### src/design/ket_pkg.sv
package ket_pkg;

    // Fixed field widths of the request and response words.
    localparam int FUNC_W   = 2;
    localparam int KEY_W    = 32;
    localparam int POS_W    = 32;
    localparam int STATUS_W = 3;
    localparam int SLOT_W   = 4;

    // Default table depth.
    localparam int DEF_ENTRIES = 16;

    // Request operation codes; the fourth code is unused and ignored.
    typedef enum logic [FUNC_W-1:0] {
        FUNC_ADD    = 2'd0,
        FUNC_REMOVE = 2'd1,
        FUNC_MOVE   = 2'd2
    } func_t;

    // Response status codes.
    typedef enum logic [STATUS_W-1:0] {
        ST_ADDED     = 3'd0,
        ST_REMOVED   = 3'd1,
        ST_MOVED     = 3'd2,
        ST_ZERO_KEY  = 3'd3,
        ST_DUPLICATE = 3'd4,
        ST_FULL      = 3'd5,
        ST_NOT_FOUND = 3'd6
    } status_t;

    // Write command from the decision logic to the entry store.
    typedef enum logic [1:0] {
        OP_NONE  = 2'd0,
        OP_ADD   = 2'd1,
        OP_CLEAR = 2'd2,
        OP_MOVE  = 2'd3
    } store_op_t;

endpackage

### src/design/ket_if.sv
// Request channel: one word per table operation.
interface ket_req_if import ket_pkg::*; ();
    logic              valid;
    logic              ready;
    logic [FUNC_W-1:0] func;
    logic [KEY_W-1:0]  key;
    logic [POS_W-1:0]  pos_x;
    logic [POS_W-1:0]  pos_y;
    logic [POS_W-1:0]  pos_z;

    modport source (output valid, func, key, pos_x, pos_y, pos_z, input ready);
    modport sink   (input valid, func, key, pos_x, pos_y, pos_z, output ready);
endinterface

// Response channel: one status word per request.
interface ket_rsp_if import ket_pkg::*; ();
    logic                valid;
    logic                ready;
    logic [STATUS_W-1:0] status;
    logic [SLOT_W-1:0]   slot;

    modport source (output valid, status, slot, input ready);
    modport sink   (input valid, status, slot, output ready);
endinterface

### src/design/ket_store.sv
module ket_store import ket_pkg::*; #(
    parameter int ENTRIES = DEF_ENTRIES,
    parameter int IDX_W   = (ENTRIES > 1) ? $clog2(ENTRIES) : 1
) (
    input  logic             clk,
    input  logic             rst_n,
    input  store_op_t        op,
    input  logic [IDX_W-1:0] idx,
    input  logic [KEY_W-1:0] key,
    input  logic [POS_W-1:0] pos_x,
    input  logic [POS_W-1:0] pos_y,
    input  logic [POS_W-1:0] pos_z,
    output logic [ENTRIES-1:0] valid_vec,
    output logic [KEY_W-1:0] keys [ENTRIES]
);

    logic [ENTRIES-1:0] valid_reg;
    logic [KEY_W-1:0]   key_reg   [ENTRIES];
    logic [POS_W-1:0]   pos_x_reg [ENTRIES];
    logic [POS_W-1:0]   pos_y_reg [ENTRIES];
    logic [POS_W-1:0]   pos_z_reg [ENTRIES];

    // Valid bits are the only control state; reset empties the table at once.
    always_ff @(posedge clk or negedge rst_n)
    begin
        if (!rst_n)
        begin
            valid_reg <= '0;
        end
        else if (op == OP_ADD)
        begin
            valid_reg[idx] <= 1'b1;
        end
        else if (op == OP_CLEAR)
        begin
            valid_reg[idx] <= 1'b0;
        end
    end

    // Keys and positions are payload. A key is only looked at while its slot
    // is valid, and an added slot always starts from a zero position.
    always_ff @(posedge clk)
    begin
        case (op)
            OP_ADD:
            begin
                key_reg[idx]   <= key;
                pos_x_reg[idx] <= '0;
                pos_y_reg[idx] <= '0;
                pos_z_reg[idx] <= '0;
            end
            OP_CLEAR:
            begin
                key_reg[idx]   <= '0;
                pos_x_reg[idx] <= '0;
                pos_y_reg[idx] <= '0;
                pos_z_reg[idx] <= '0;
            end
            OP_MOVE:
            begin
                pos_x_reg[idx] <= pos_x;
                pos_y_reg[idx] <= pos_y;
                pos_z_reg[idx] <= pos_z;
            end
            default:
            begin
            end
        endcase
    end

    assign valid_vec = valid_reg;
    assign keys      = key_reg;

endmodule

### src/design/ket_lookup.sv
module ket_lookup import ket_pkg::*; #(
    parameter int ENTRIES = DEF_ENTRIES,
    parameter int IDX_W   = (ENTRIES > 1) ? $clog2(ENTRIES) : 1
) (
    input  logic [ENTRIES-1:0] valid_vec,
    input  logic [KEY_W-1:0]   keys [ENTRIES],
    input  logic [KEY_W-1:0]   key,
    output logic               hit,
    output logic [IDX_W-1:0]   hit_idx,
    output logic               free,
    output logic [IDX_W-1:0]   free_idx
);

    logic [ENTRIES-1:0] match_vec;

    // Parallel key compare against every valid slot.
    always_comb
    begin
        for (int i = 0; i < ENTRIES; i++)
        begin
            match_vec[i] = valid_vec[i] && (keys[i] == key);
        end
    end

    // Priority encoders: the lowest matching slot and the lowest free slot win.
    always_comb
    begin
        hit      = 1'b0;
        hit_idx  = '0;
        free     = 1'b0;
        free_idx = '0;
        for (int i = ENTRIES - 1; i >= 0; i--)
        begin
            if (match_vec[i])
            begin
                hit     = 1'b1;
                hit_idx = IDX_W'(i);
            end
            if (!valid_vec[i])
            begin
                free     = 1'b1;
                free_idx = IDX_W'(i);
            end
        end
    end

endmodule

### src/design/keyed_entry_table.sv
// Keyed entry table: a store of ENTRIES slots, each with a 32-bit key and
// three 32-bit position words, looked up by key in one parallel compare.
// An add takes the lowest free slot, a remove clears the matching slot and a
// move overwrites its position; each request word yields one response word
// with a status code and the slot involved (slot index modulo 16). A request
// is held in an input register and resolved there against the table, which
// is updated on the same edge that loads the response register, so one
// request is taken every cycle while the response side keeps up, and each
// response word is presented from the response register once its request has
// passed the input register. A stalled response holds the request behind it.
// The table is empty after reset with no clearing pass.
module keyed_entry_table import ket_pkg::*; #(
    parameter int ENTRIES = DEF_ENTRIES
) (
    input  logic clk,
    input  logic rst_n,
    ket_req_if.sink   req,
    ket_rsp_if.source rsp
);

    localparam int IDX_W = (ENTRIES > 1) ? $clog2(ENTRIES) : 1;

    // Input register.
    logic              in_valid_reg;
    logic [FUNC_W-1:0] func_reg;
    logic [KEY_W-1:0]  key_reg;
    logic [POS_W-1:0]  pos_x_reg;
    logic [POS_W-1:0]  pos_y_reg;
    logic [POS_W-1:0]  pos_z_reg;

    // Response register.
    logic                out_valid_reg;
    logic                out_valid_next;
    status_t             status_reg;
    status_t             status_next;
    logic [SLOT_W-1:0]   slot_reg;
    logic [SLOT_W-1:0]   slot_next;

    logic               advance;
    logic               accept;
    store_op_t          store_op;
    logic [IDX_W-1:0]   sel_idx;
    logic [IDX_W+SLOT_W-1:0] sel_idx_ext;
    logic [ENTRIES-1:0] valid_vec;
    logic [KEY_W-1:0]   keys [ENTRIES];
    logic               hit;
    logic [IDX_W-1:0]   hit_idx;
    logic               free;
    logic [IDX_W-1:0]   free_idx;

    // Handshake: the held request moves on when the response register is
    // empty or being emptied, and the input register refills in that cycle.
    assign advance   = in_valid_reg && (!out_valid_reg || rsp.ready);
    assign req.ready = !in_valid_reg || advance;
    assign accept    = req.valid && req.ready;

    always_ff @(posedge clk or negedge rst_n)
    begin
        if (!rst_n)
        begin
            in_valid_reg <= 1'b0;
        end
        else if (req.ready)
        begin
            in_valid_reg <= req.valid;
        end
    end

    always_ff @(posedge clk)
    begin
        if (accept)
        begin
            func_reg  <= req.func;
            key_reg   <= req.key;
            pos_x_reg <= req.pos_x;
            pos_y_reg <= req.pos_y;
            pos_z_reg <= req.pos_z;
        end
    end

    // Table store and key search.
    ket_store #(
        .ENTRIES (ENTRIES),
        .IDX_W   (IDX_W)
    ) u_store (
        .clk       (clk),
        .rst_n     (rst_n),
        .op        (store_op),
        .idx       (sel_idx),
        .key       (key_reg),
        .pos_x     (pos_x_reg),
        .pos_y     (pos_y_reg),
        .pos_z     (pos_z_reg),
        .valid_vec (valid_vec),
        .keys      (keys)
    );

    ket_lookup #(
        .ENTRIES (ENTRIES),
        .IDX_W   (IDX_W)
    ) u_lookup (
        .valid_vec (valid_vec),
        .keys      (keys),
        .key       (key_reg),
        .hit       (hit),
        .hit_idx   (hit_idx),
        .free      (free),
        .free_idx  (free_idx)
    );

    // Decision: status, slot and the store write for the held request.
    always_comb
    begin
        status_next = ST_NOT_FOUND;
        sel_idx     = hit_idx;
        store_op    = OP_NONE;
        case (func_t'(func_reg))
            FUNC_ADD:
            begin
                if (key_reg == '0)
                begin
                    status_next = ST_ZERO_KEY;
                end
                else if (hit)
                begin
                    status_next = ST_DUPLICATE;
                end
                else if (free)
                begin
                    status_next = ST_ADDED;
                    sel_idx     = free_idx;
                    store_op    = advance ? OP_ADD : OP_NONE;
                end
                else
                begin
                    status_next = ST_FULL;
                end
            end
            FUNC_REMOVE:
            begin
                if (key_reg == '0)
                begin
                    status_next = ST_ZERO_KEY;
                end
                else if (hit)
                begin
                    status_next = ST_REMOVED;
                    store_op    = advance ? OP_CLEAR : OP_NONE;
                end
            end
            FUNC_MOVE:
            begin
                if (key_reg == '0)
                begin
                    status_next = ST_ZERO_KEY;
                end
                else if (hit)
                begin
                    status_next = ST_MOVED;
                    store_op    = advance ? OP_MOVE : OP_NONE;
                end
            end
            default:
            begin
                status_next = ST_NOT_FOUND;
            end
        endcase
    end

    // The slot field reports the index only when a slot was used or matched.
    assign sel_idx_ext = {{SLOT_W{1'b0}}, sel_idx};
    always_comb
    begin
        case (status_next)
            ST_ADDED, ST_REMOVED, ST_MOVED, ST_DUPLICATE:
            begin
                slot_next = sel_idx_ext[SLOT_W-1:0];
            end
            default:
            begin
                slot_next = '0;
            end
        endcase
    end

    // Response register: loaded as the request advances, held while stalled.
    always_comb
    begin
        if (advance)
        begin
            out_valid_next = 1'b1;
        end
        else if (rsp.ready)
        begin
            out_valid_next = 1'b0;
        end
        else
        begin
            out_valid_next = out_valid_reg;
        end
    end

    always_ff @(posedge clk or negedge rst_n)
    begin
        if (!rst_n)
        begin
            out_valid_reg <= 1'b0;
        end
        else
        begin
            out_valid_reg <= out_valid_next;
        end
    end

    always_ff @(posedge clk)
    begin
        if (advance)
        begin
            status_reg <= status_next;
            slot_reg   <= slot_next;
        end
    end

    assign rsp.valid  = out_valid_reg;
    assign rsp.status = status_reg;
    assign rsp.slot   = slot_reg;

    // An add only ever lands in a slot that was free.
    a_add_free: assert property (@(posedge clk) disable iff (!rst_n)
        store_op == OP_ADD |-> !valid_vec[sel_idx])
        else $error("add written over an occupied slot");

    // An add fills exactly one more slot.
    a_add_count: assert property (@(posedge clk) disable iff (!rst_n)
        store_op == OP_ADD |=>
            $countones(valid_vec) == $past($countones(valid_vec)) + 1)
        else $error("add did not occupy exactly one slot");

    // A remove frees exactly one slot, the matched one.
    a_remove_count: assert property (@(posedge clk) disable iff (!rst_n)
        store_op == OP_CLEAR |-> valid_vec[sel_idx] ##1
            $countones(valid_vec) == $past($countones(valid_vec)) - 1)
        else $error("remove did not free exactly one slot");

    // The table is written only for a request that advances.
    a_write_advance: assert property (@(posedge clk) disable iff (!rst_n)
        store_op != OP_NONE |-> advance)
        else $error("table written without a request moving on");

    // With the response register empty the block always takes a request.
    a_ready_empty: assert property (@(posedge clk) disable iff (!rst_n)
        !out_valid_reg |-> req.ready)
        else $error("request refused while the response register is empty");

endmodule

### src/flat_wrapper.sv
// flat-port wrapper written by rule: the top's interface ports become plain ports
module keyed_entry_table_flat import ket_pkg::*;
#(
    parameter int ENTRIES = DEF_ENTRIES
)
  (clk, rst_n, req_valid, req_func, req_key, req_pos_x, req_pos_y, req_pos_z, req_ready, rsp_valid, rsp_status, rsp_slot, rsp_ready);
  ket_req_if req_i ();
  ket_rsp_if rsp_i ();
  input  logic clk;
  input  logic rst_n;
  input wire logic [$bits(req_i.valid)-1:0] req_valid;
  input wire logic [$bits(req_i.func)-1:0] req_func;
  input wire logic [$bits(req_i.key)-1:0] req_key;
  input wire logic [$bits(req_i.pos_x)-1:0] req_pos_x;
  input wire logic [$bits(req_i.pos_y)-1:0] req_pos_y;
  input wire logic [$bits(req_i.pos_z)-1:0] req_pos_z;
  output wire logic [$bits(req_i.ready)-1:0] req_ready;
  output wire logic [$bits(rsp_i.valid)-1:0] rsp_valid;
  output wire logic [$bits(rsp_i.status)-1:0] rsp_status;
  output wire logic [$bits(rsp_i.slot)-1:0] rsp_slot;
  input wire logic [$bits(rsp_i.ready)-1:0] rsp_ready;
  assign req_i.valid = req_valid;
  assign req_i.func = req_func;
  assign req_i.key = req_key;
  assign req_i.pos_x = req_pos_x;
  assign req_i.pos_y = req_pos_y;
  assign req_i.pos_z = req_pos_z;
  assign req_ready = req_i.ready;
  assign rsp_valid = rsp_i.valid;
  assign rsp_status = rsp_i.status;
  assign rsp_slot = rsp_i.slot;
  assign rsp_i.ready = rsp_ready;
  keyed_entry_table #(.ENTRIES(ENTRIES)) u_core (.clk(clk), .rst_n(rst_n), .req(req_i), .rsp(rsp_i));
endmodule
### config.mk
export PLATFORM = sky130hd
export DESIGN_NAME = keyed_entry_table_flat
export DESIGN_NICKNAME = d
export VERILOG_FILES = /design/src/design/ket_pkg.sv /design/src/design/ket_if.sv /design/src/design/ket_store.sv /design/src/design/ket_lookup.sv /design/src/design/keyed_entry_table.sv /design/src/flat_wrapper.sv
export SDC_FILE = /design/constraint.sdc
export NUM_CORES = 2
export LEC_CHECK = 0
export BUFFER_PORTS_ARGS = -buffer_cell sky130_fd_sc_hd__buf_2
export CAP_MARGIN = 0
export CORE_ASPECT_RATIO = 0.75
export CORE_MARGIN = 8
export CORE_UTILIZATION = 45
export DETAILED_ROUTE_END_ITERATION = 16
export GPL_TIMING_DRIVEN = 0
export SLEW_MARGIN = 40
export SYNTH_ARGS = -nofsm -noshare
export SYNTH_HDL_FRONTEND = slang
export SYNTH_SLANG_ARGS = --single-unit
### constraint.sdc
create_clock -name clk -period 7.4 [get_ports clk]
set_clock_uncertainty 0.15 [all_clocks]
set_input_delay 1.48 -clock clk [delete_from_list [all_inputs] [get_ports clk]]
set_output_delay 1.48 -clock clk [all_outputs]
set_load 0.02 [all_outputs]
# == After elaboration in Yosys (flattened, before gate mapping) ==
# Index checks and enable logic that the tools add are counted.
# word_totals
register_bits,571
in_bits,134
output_inout_bits,9
wordCells,183
# op_classes
order_cmp,4
eq_ne,23
muxes,97
bitwise_logic,6
n_reduce_logical,30
# op_table
op,n
case mux 512 bit (2 select lines),1
AND 512 bit,1
bitwise mux 512 bit,1
== test 32 bit,16
inverter 512 bit,1
two-way mux 4 bit,36
demux 32 bit (select 4 bit),1
two-way mux 1 bit,36
zero test 32 bit,1
two-way mux 16 bit,2
two-way mux 32 bit,1
two-way mux 3 bit,7
logical AND 1 bit,20
two-way mux 2 bit,9
AND 16 bit,1
inverter 16 bit,1
OR 16 bit,1
case mux 3 bit (3 select lines),1
case mux 2 bit (3 select lines),1
greater-or-equal comparator 5 bit (second input constant),1
< comparator 4 x 5 -> 1 bit (second input constant),1
< comparator 5 x 1 -> 1 bit (second input constant),1
inverter 4 -> 5 bit,1
demux 1 bit (select 4 bit),1
12 further kinds,17

# == Longest topological paths before layout ==
# logic_depth
word_depth,30
mapped_depth,20
mapped_depth_nobuf,15

# == Hierarchy ==
# Synthesis repeated with hierarchy kept, for this count alone.
# unflattened
hier_cells,2881
area_unflattened_um2,33527.2
# modules_own_cells
module,n_inst,cells_per_inst,area_each_um2,seq_area_each_um2
ket_store,1,1867,22542.9,15775.1
ket_lookup,1,820,6394.9,0.0
keyed_entry_table,1,194,4589.4,4164.0

# == Worst setup path after synthesis ==
# Ideal clock, no wire load.
# synth_path
path_type,register to register
startpoint,register u_core.key_reg[11]
endpoint,register u_core.u_store.key_reg (netlist bit u_core.u_store.keys[32]) (enable)
setup_ns,0.461
t_arrival_ns,6.085
required_ns,6.789
setup_slack_ns,0.704
path_stages_with_launch,18
path_buffers,6
synth_period_minus_slack_ns,6.696
path_cell_list,edfxtp_1 buf_2 buf_4 buf_2 xor2_1 or3b_2 or4_1 nand2_1 or4_1 clkbuf_1 nor3_1 or4_1 inv_1 ha_1 clkbuf_1 clkbuf_1 nor2_1 nor3_1
# synth_via
elab_chain_cells,23
word_cells_on_any_way,59
classes_between,18 x eq/ne; 23 x mux; 18 x reduce/logical
# synth_rtl
item,line,rtl
"start, declared",keyed_entry_table.sv:26,logic [KEY_W-1:0] key_reg;
"start signal, assigned",keyed_entry_table.sv:74,key_reg <= req.key;
== test 32 bit,ket_lookup.sv:21,match_vec[i] = valid_vec[i] && (keys[i] == key);
logical AND 1 bit,ket_lookup.sv:21,
two-way mux 1 bit (16 in series),ket_lookup.sv:34,if (match_vec[i])
"two-way mux 2 bit, on equally long branches","keyed_entry_table.sv:157, keyed_entry_table.sv:124, keyed_entry_table.sv:145",
"two-way mux 2 bit, on equally long branches","keyed_entry_table.sv:153, keyed_entry_table.sv:120, keyed_entry_table.sv:141",
case mux 2 bit (3 select lines) *,keyed_entry_table.sv:117,case (func_t'(func_reg))
== test 2 x 1 -> 1 bit or == test 2 bit (tied branches),--,
nonzero test 2 bit (no source line) *,--,
"end signal, assigned by index",ket_store.sv:47,key_reg[idx] <= key;
"end, declared",ket_store.sv:18,logic [KEY_W-1:0] key_reg [ENTRIES];
# Every way passes the cells marked *; elsewhere a longest branch is shown, timed or not.
# A chain may end at the register's enable or synchronous reset.

# == Final worst setup path ==
# layout_path
startpoint,register u_core.key_reg[24]
endpoint,register u_core.u_store.key_reg (netlist bit u_core.u_store.keys[162]) (enable)
# Same word-level chain as after synthesis.

==> results_tabular.tex <==
\begin{tabular}{lr}
\hline
Metric & Value \\
\hline
\multicolumn{2}{l}{\textbf{Run status}} \\
Status & complete, but fails checks \\
Violated checks & setup timing \\
\multicolumn{2}{l}{\textbf{Layout}} \\
Combined flip-flop and latch cell area & 17100 um2 \\
Fraction of final layout cells sized beyond drive strength 1 & 14.7\% \\
Number of nets in the layout & 2889 \\
Signed area change from the synthesized netlist to the final layout & 12.6\% \\
Fillers & 6219 \\
Max FFs per register & 512 \\
Multi-input combinational cell area & 13800 um2 \\
\multicolumn{2}{l}{\textbf{Detailed routing}} \\
Via-to-Cell Ratio & 6.76 \\
Initial DRC count & 4226 \\
Average wire per cell in the routed design & 35.6 um \\
Post-DRT Antenna Nets & 0 \\
Via count & 25300 \\
Remaining DRCs & 0 \\
Length of the first detailed-routing pass in iterations & 8 \\
Aggregate routed wire length & 133 mm \\
\multicolumn{2}{l}{\textbf{Die}} \\
Number of standard-cell rows in the floorplan & 84 \\
I/O pin total & 143 \\
Die height & 247 um \\
Die ar. & 80000 um2 \\
Initial core utilization & 45.6\% \\
Horizontal extent of the die & 324 um \\
Core area & 70200 um2 \\
\multicolumn{2}{l}{\textbf{Placed design}} \\
Input/output buffers & 46 \\
Total half-perimeter wirelength after legalization and detailed placement & 90.1 mm \\
Weighted congestion at the end of routability-driven global placement & 1.05 \\
Setup Slack @ Placement & -0.710 ns \\
\multicolumn{2}{l}{\textbf{Synth}} \\
Main flop type after synthesis & edfxtp\_1 \\
Yosys top cell area share & 51.9\% \\
Seq cells post-synth & 571 \\
Area leader, netlist & edfxtp\_1 \\
Count of flip-flops with a built-in enable after synthesis & 553 \\
Cell types occupying the most area after synthesis & edfxtp\_1 (52\%), xor2\_1 (12\%), a22o\_1 (12\%) \\
Sequential-to-total area share from yosys stat & 53.3\% \\
Distinct cells, synth & 76 \\
Total nets after synthesis & 2749 \\
Syn\_area\_per\_cell & 12.2 um2 \\
Yosys Warn Count & 0 \\
Post-Syn Area & 32000 um2 \\
Proportion of synthesized flip-flops having asynchronous set or reset & 3.15\% \\
Mapped Cells & 2613 \\
\multicolumn{2}{l}{\textbf{Pwr}} \\
LEAKAGE & 13.8 nW \\
Total power after layout & 7.24 mW \\
Maximum resistive drop on vdd & 0.180 mV \\
Total power density per cell area & 201 nW/um2 \\
\multicolumn{2}{l}{\textbf{Clock network}} \\
Clock latency on the worst-skew pair & 0.67 ns \\
Sink count of the clock tree & 571 \\
Count of H-tree levels built during CTS & 2 \\
Clock tree from TritonCTS & built \\
Inserted Clock Buffers & 59 \\
Clock-pin slew on the worst setup and hold paths & 0.07 ns \\
Longest Clk Path Bufs & 3 \\
Cell chosen for the clock root & clkbuf\_16 \\
\multicolumn{2}{l}{\textbf{Setup path}} \\
Cell-by-cell trace of the critical path & buf\_2 -> buf\_4 -> buf\_2 -> xor2\_1 -> nor4\_1 -> nand4\_1 -> or4\_1 -> nand2\_1 -> or4\_1 -> clkbuf\_1 -> nor3\_1 -> or4\_1 -> inv\_1 -> ha\_1 -> inv\_1 -> clkbuf\_1 -> clkbuf\_2 -> a211oi\_4 -> buf\_4 \\
CP Data Required Time & 7.60 ns \\
Most used cell, CP & or4\_1 \\
Critical path data arrival time & 7.61 ns \\
Worst stage delay on the critical path & 0.74 ns \\
Critical path capture point type & register \\
Kind of start point of the critical path & register \\
Highest net fanout along the worst path & 12 \\
Worst path slowest cell & a211oi\_4 \\
Critical path type & register to register \\
\multicolumn{2}{l}{\textbf{Global routing}} \\
Number of global-route vias before repair & 23800 \\
Pin count of the biggest net entering global routing & 35 \\
First-pass GRT wire length & 184 mm \\
Antenna violations before repair & 7 \\
GRT Overall Usage & 32.5\% \\
Global route overflow & 0 \\
\multicolumn{2}{l}{\textbf{Flow run}} \\
Max capacitance violation total & 0 \\
\multicolumn{2}{l}{\textbf{STA}} \\
Number of pins exceeding their max-slew limit in the final report & 0 \\
Final setup vio count & 15 \\
Minimum clock period after layout & 7.41 ns \\
Setup repair after global routing missed its margin & false \\
Final period util & 100\% \\
Max-slew headroom at the worst pin & 39.9\% \\
Worst setup margin & -0.00908 ns \\
Number of hold violations in the final report & 0 \\
Worst slew pin tran & 0.894 ns \\
Highest attainable clock frequency & 0.135 GHz \\
\multicolumn{2}{l}{\textbf{Worst hold path}} \\
Type of the tightest min-delay check & register to register \\
\hline
\end{tabular}
-- cell type report --
cell class                      instances  area share [%]
Multi-Input combinational cell       1775            38.4
Tap cell                              946            3.29
Clock inverter                         34           0.761
Inverter                               20           0.208
Sequential cell                       571            47.4
Timing Repair Buffer                   81            2.06
Buffer                                245            3.64
Antenna cell                            2          0.0139
Clock buffer                           74            4.31
-- worst max-delay path: cells and delay by family, from the launching register on --
kind / cells / cell delay (ns)
buf+inv: 9 / 2.99
simple gates: 7 / 2.27
compound gates: 1 / 0.74
fa+ha+maj: 1 / 0.33
flops: 1 / 0.31
xor+xnor: 1 / 0.20
-- per-stage QoR --
stage	utilization, %	setup TNS (ns)	std cells	cell area (um2)	hold slack, ns
after global placement	47.6	-935.81	3605	33400	0.328
after global routing	51.3	0	3746	36000	0.403
after floorplan	-	0	2613	32000	0.307
after detailed placement	48.7	-48.44	3637	34200	0.352
after CTS	51.3	0	3745	36000	0.360
final	51.3	-0.0575	3748	36000	0.360
-- synth_stat cells (14+ instances only) --
library cell,instances
or4_1,25
inv_1,19
edfxtp_1,553
nand2_1,141
nor3_1,40
nand4b_1,18
dfrtp_1,18
mux2i_1,65
nand2b_1,14
buf_2,103
nor2_1,34
nand4_1,50
a21oi_1,23
buf_4,30
nand3_1,41
a22o_1,449
clkbuf_1,88
xor2_1,455
o21ai_0,14
nor4_1,200
xnor2_1,57
-- what timing repair did --
| item | in CTS | in global routing |
|---|---|---|
| hold buffers | 0 | 0 |
| endpoints found under the setup margin | 128 | 86 |
| pin swaps | 0 | 1 |
| buffers inserted | 0 | 3 |
| gates resized for setup | 4 | 1 |
-- layout by cell type, fill, tap and decap left out, types with 41 or more instances in the layout --
cell type,count
edfxtp_1,553
xor2_1,455
a22o_1,449
nor4_1,195
buf_2,150
nand2_1,141
mux2i_1,65
clkbuf_1,64
clkbuf_16,60
xnor2_1,57
nand4_1,50
nand3_1,41
buf_4,41
-- per-layer routing --
layer  track usage [%]  vias to the layer above  wire [um]
li1                  -                    10400          -
met1              46.0                    12700      55400
met2              45.0                     1883      53500
met3              12.2                      311      18600
met4              12.2                        8       5730
met5                 0                        -         77
-- report_power, final --
group          internal (mW)  total (mW)  switching [mW]
combinational          0.169       0.722           0.553
sequential              3.53        3.54          0.0111
clock                   1.62        2.98            1.36
-- cells by family (layout without fill, tap and decap cells) --
group | after synthesis | in the layout | share of synthesized area [%]
xor gates and xnor gates | 512 | 512 | 14.0
adders and majority gates | 2 | 2 | 0.0782
AOI/OAI and AO/OA | 547 | 547 | 14.5
other | 0 | 2 | 0
muxes | 75 | 75 | 2.39
buffers and inverters | 267 | 454 | 4.19
DFF | 571 | 571 | 53.3
and+or+nand+nor | 639 | 639 | 11.5
-- path summary, 6_finish.rpt --
check                                     from                  endpoint  slack (ns)  cells after the start
setup / recovery            u_core.key_reg[24]  u_core.u_store.keys[162]      -0.009                     19
hold / removal             u_core.in_valid_reg          u_core.rsp.valid        0.36                      1
setup reg to reg            u_core.key_reg[24]  u_core.u_store.keys[162]      -0.009                     19
hold reg to reg            u_core.in_valid_reg          u_core.rsp.valid        0.36                      1
max in group asynchronous                rst_n       u_core.in_valid_reg        6.09                      1
min in group asynchronous                rst_n                 async pin        0.65                      1
Note: power is estimated with default switching activity, not from simulation.
